===== src/sv/aob_pkg.sv =====
`timescale 1ns / 1ps
// ----------------------------------------------------------------------------
// Alpha-over blend package
// Shared types and constants for the source-over compositing pipeline.
// ----------------------------------------------------------------------------
package aob_pkg;

   localparam int unsigned DEN      = 65280;
   localparam int unsigned DEN_SQ   = 32'd4261478400;
   localparam int unsigned NA_LIMIT = 4261478;
   localparam int unsigned ALPHA_DEN = 16711680;
   localparam int unsigned OPAQUE   = 256;
   localparam int unsigned LANES    = 4;
   localparam int unsigned QBITS    = 8;

   typedef struct packed {
      logic [39:0] rem;
      logic [31:0] den;
      logic [7:0]  quo;
      logic        sat;
   } lane_type;

   typedef struct packed {
      lane_type [LANES-1:0] lane;
      logic [31:0]          dst;
      logic                 pass;
   } item_type;

endpackage


===== src/sv/aob_div_cell.sv =====
`timescale 1ns / 1ps
// ----------------------------------------------------------------------------
// Alpha-over blend divider cell
// Resolves one quotient bit for every lane by restoring division.
// ----------------------------------------------------------------------------
module aob_div_cell #(
   parameter int unsigned BIT = 0
) (
   input  logic              clock,
   input  logic              reset,
   input  logic              in_valid,
   output logic              in_ready,
   input  aob_pkg::item_type in_item,
   output logic              out_valid,
   input  logic              out_ready,
   output aob_pkg::item_type out_item
);
   import aob_pkg::*;

   logic     valid_ff;
   item_type item_ff, item_in;

   assign in_ready  = !valid_ff || out_ready;
   assign out_valid = valid_ff;
   assign out_item  = item_ff;

   always_comb begin
      logic [39:0] step;
      item_in = in_item;
      for (int i = 0; i < LANES; i++) begin
         step = 40'(in_item.lane[i].den) << BIT;
         if (!in_item.lane[i].sat && in_item.lane[i].rem >= step) begin
            item_in.lane[i].rem      = in_item.lane[i].rem - step;
            item_in.lane[i].quo[BIT] = 1'b1;
         end
      end
   end

   always_ff @(posedge clock) begin
      if (reset) begin
         valid_ff <= 1'b0;
      end else if (in_ready) begin
         valid_ff <= in_valid;
      end
   end

   always_ff @(posedge clock) begin
      if (in_ready) begin
         item_ff <= item_in;
      end
   end

endmodule


===== config.mk =====
export PLATFORM = sky130hd
export DESIGN_NAME = aob_div_cell
export DESIGN_NICKNAME = d
export VERILOG_FILES = /design/src/sv/aob_pkg.sv /design/src/sv/aob_div_cell.sv
export SDC_FILE = /design/constraint.sdc
export NUM_CORES = 1
export LEC_CHECK = 0
export BUFFER_PORTS_ARGS = -buffer_cell sky130_fd_sc_hd__buf_2
export CORE_AREA = 2 2 279 281
export DETAILED_ROUTE_END_ITERATION = 10
export DIE_AREA = 0 0 281 283
export GPL_TIMING_DRIVEN = 0
export PLACE_DENSITY = 0.52
export SETUP_SLACK_MARGIN = 0.15
export SYNTH_ARGS = -nofsm -noshare
export SYNTH_HDL_FRONTEND = slang
export SYNTH_SLANG_ARGS = --single-unit

===== constraint.sdc =====
create_clock -name clock -period 32.7 [get_ports clock]
set_clock_uncertainty 0.2 [all_clocks]
set_input_delay 4.905 -clock clock [delete_from_list [all_inputs] [get_ports clock]]
set_output_delay 4.905 -clock clock [all_outputs]
set_load 0.05 [all_outputs]

Word-level counts from Yosys, hierarchy flattened
Index checks and enable logic that the tools add are counted.
- bits of input ports: 361
- register bits after elaboration: 358
- output and inout bits: 359
- add/sub/neg operators: 4
- reduce and logical (&&, ||, !) cells: 10
- $lt $le $gt $ge: 4
- mux-type cells: 4
- operator list (cell ; number):
    greater-or-equal comparator 40 x 32 -> 1 bit ; 4
    2-to-1 mux 40 bit ; 4
    subtractor 40 x 32 -> 40 bit ; 4
    zero test 1 bit ; 5
    logical AND 1 bit ; 4
    logical OR 1 bit ; 1

Longest topological paths before layout
- word-level depth: 3
- mapped depth: 14
- gate-level depth less buffers: 13

Worst setup path after synthesis
No wires, ideal clock.
- path kind: input -> output
- start: input out_ready
- end: output in_ready
- setup slack: 13.803 ns
- arrival time: 13.792 ns
- data required time: 27.595 ns
- stages on the path: 1
- cells stage by stage: nand2b_1
- cells in the longest elaborated chain, start to end: 1
- RTL lines (item ; RTL line ; text):
    from (decl) ; aob_div_cell.sv:15 ; input logic out_ready,
    logical OR 1 bit ; aob_div_cell.sv:23 ; assign in_ready = !valid_ff || out_ready;
    to (decl) ; aob_div_cell.sv:12 ; output logic in_ready,
Every way passes these cells.

Worst setup path after layout
Ends and elaborated chain as after synthesis.

==> key figures <==
Status
  • Outcome: finished, final reports clean

Synth
  • FF+latch count, synth: 358
  • Post-Syn Area per Cell: 11.4 um^2
  • Synthesized cell area: 20500 um^2
  • Primary FF master, synth: edfxtp_1
  • Syn Nets: 2291
  • Sequential cell area fraction in the yosys report: 0.525
  • Asr flop ratio synth: 0
  • Instance count of the mapped netlist: 1798
  • Synth warnings: 0
  • Number of synthesized flops with an enable pin: 357
  • Cell variety after synth: 77

Layout
  • Most frequent cells in the layout: buf_2, edfxtp_1, inv_1
  • Layout net count: 3060
  • Area growth syn-to-layout: 31.3%
  • Commonest non-fill, non-tap cell in the layout: buf_2
  • Layout cells sized above 1: 0.348

Worst hold path
  • Min-Delay Path Depth: 2
  • Classification of the worst-slack hold path: reg2reg

Placed design
  • Post-DP HPWL: 56300 um
  • Place WS: 21190 ps
  • IO Port Bufs: 719
  • RePlAce Congestion: 0.888

Timing
  • Final setup fails: 0
  • Slew HR: 0.357
  • Final Cycle Share: 0.351
  • Final worst slack: 21230 ps
  • Fin Hold WS: 953 ps
  • Final hold viol count: 0
  • Fin Setup TNS: 0 ps
  • Unrepaired setup endpoints after global routing: no
  • Final Critical Period: 11470 ps
  • Fmax: 87.2 MHz
  • Worst-margin pin slew: 961 ps
  • Final slew viol count: 0

Power and ir drop
  • Power per cell area: 55.5 nW/um^2
  • Total power: 0.00149 W
  • Leakage power: 11.8 nW
  • Worst IR Drop VDD: 0.0412 mV

Clock tree
  • Max Buffers Root-to-Sink: 3
  • H-tree depth: 2
  • CTS tree: built
  • Setup Fix Bufs, Post-CTS: 0
  • Root buffer cell: clkbuf_16
  • CTS Hold Bufs: 0
  • Clk slew on worst S/H paths: 60 ps
  • PostCTS Resize Cnt: 0
  • Clk Latency, worst-skew pair: 560 ps
  • CTS Buf Count: 43
  • Clock Sink Count: 358

Setup path
  • Cells on worst reg2reg path: 4
  • CP peak stage delay: 660 ps
  • CP arrival: 6360 ps
  • Worst path most repeated cell: buf_2
  • Largest fanout on the critical path: 57
  • Crit path buffers/inverters: 3
  • WP data required: 27590 ps
  • Worst path top cell family by delay: buffers and inverters
  • Crit end category: output port
  • Startpoint types: primary input
  • CP Cell Sequence: buf_2 > nand2b_4 > buf_16 > buf_2
  • Slowest cell on crit path: nand2b_4
  • Reg2Reg Setup Slack: 30050 ps
  • Worst path depth: 4
  • WS Path Type: in2out

Route
  • Met1 WL: 27000 um
  • Via/cell ratio: 4.73
  • Via count: 17237
  • Highest routed layer: met5
  • Met2 wire length: 33900 um
  • DR pass1 iterations: 5
  • Metal3 WL: 6380 um
  • Antenna Violating Nets Remaining: 0
  • DRC viols: 0
  • Routed WL: 69100 um
  • Starting DRC count in detailed routing: 988
  • Avg WL per Cell: 18.9 um

Floorplan
  • Top Ports: 720
  • Die ar.: 79500 um^2
  • Die height: 283 um
  • Total core area: 76700 um^2
  • Site row count: 102
  • Die Wd: 281 um
  • Initial Utilization: 0.267

Global route
  • Pin count of the biggest net entering global routing: 74
  • Tot GR Track Use: 0.165
  • Grt total ovfl: 0
  • Number of global-route vias before repair: 17549
  • Initial antenna violation count: 21
  • Global-route wire length before repair: 102000 um

Job
  • Max-cap violations: 0
==> flip-flops by register name (all words and copies together) (netlist names) <==
name       flops
out_item     357
out_valid      1
==> cell type report <==
type,count,area (um^2)
fill,7920,49800
sequential,358,10700
multi-input combinational,1218,8890
timing repair buffer,724,3740
tap,1040,1300
clock buffer,55,1160
inverter,169,634
buffer,53,223
clock inverter,23,173
antenna,8,20.0
==> per-layer routing <==
layer | vias to the layer above | GRT usage
li1 | 8237 | -
met1 | 8204 | 0.188
met2 | 667 | 0.289
met3 | 107 | 0.0570
met4 | 22 | 0.0495
met5 | - | 0
==> worst register-to-register path: stages (launching register included) <==
cell	delay (ps)
dfxtp_1	330
nand2b_4	620
buf_16	350
buf_16	320
buf_16	420
==> synthesized netlist by cell type (4+ instances only) <==
| cell type | number | area share |
|---|---|---|
| fa_1 | 4 | 0.0039 |
| xnor2_1 | 93 | 0.040 |
| inv_1 | 169 | 0.031 |
| and2_1 | 7 | 0.0021 |
| nor3_1 | 26 | 0.0064 |
| and3_1 | 17 | 0.0052 |
| o21bai_1 | 19 | 0.0070 |
| a21o_1 | 51 | 0.019 |
| o21ai_0 | 85 | 0.021 |
| edfxtp_1 | 357 | 0.52 |
| o211ai_1 | 14 | 0.0051 |
| nor2b_1 | 15 | 0.0046 |
| a21oi_1 | 167 | 0.041 |
| a311oi_1 | 5 | 0.0021 |
| nand2b_1 | 14 | 0.0043 |
| ha_1 | 128 | 0.078 |
| o21ai_1 | 4 | 0.00098 |
| and4_1 | 4 | 0.0017 |
| a211o_1 | 4 | 0.0017 |
| xor2_1 | 51 | 0.022 |
| nand3_1 | 35 | 0.0086 |
| nand4_1 | 24 | 0.0073 |
| a211oi_1 | 23 | 0.0084 |
| o21a_1 | 23 | 0.0084 |
| mux2_2 | 81 | 0.045 |
| nor4_1 | 8 | 0.0024 |
| a31o_2 | 4 | 0.0017 |
| clkbuf_1 | 41 | 0.0075 |
| or4_1 | 4 | 0.0015 |
| nor2_1 | 94 | 0.017 |
| o31ai_1 | 10 | 0.0037 |
| nand2_1 | 91 | 0.017 |
| mux2_4 | 10 | 0.0073 |
| a31oi_1 | 22 | 0.0067 |
| or3_1 | 11 | 0.0034 |
| buf_2 | 6 | 0.0015 |
| a221oi_1 | 6 | 0.0026 |
==> path summary, 6_finish.rpt <==
kind | start | end
setup / recovery | out_ready | in_ready
hold / removal | out_valid | out_valid
setup reg to reg | out_valid | out_item[149]
hold reg to reg | out_valid | out_valid
==> cells by family after synthesis <==
family	Yosys count	synth area share
flops	358	0.525
xor+xnor	144	0.0616
simple gates	374	0.0909
compound gates	475	0.146
fa+ha+maj	132	0.0821
mux	93	0.0529
buf+inv	222	0.0419
==> power breakdown <==
part / internal (W) / switching (W)
combinational: 0.000132 / 0.000322
sequential: 0.000561 / 0.0000124
clock: 0.000267 / 0.000197
total: 0.000960 / 0.000531
==> stage by stage <==
stage                     area, um^2   util  instances
after CTS                      26900  0.350       3640
after floorplan                20500      -       1798
after detailed placement       25500  0.333       3562
after global placement         25400  0.331       3557
after global routing           26900  0.350       3646
final                          26900  0.350       3648
(Power assumes the default switching activity.)
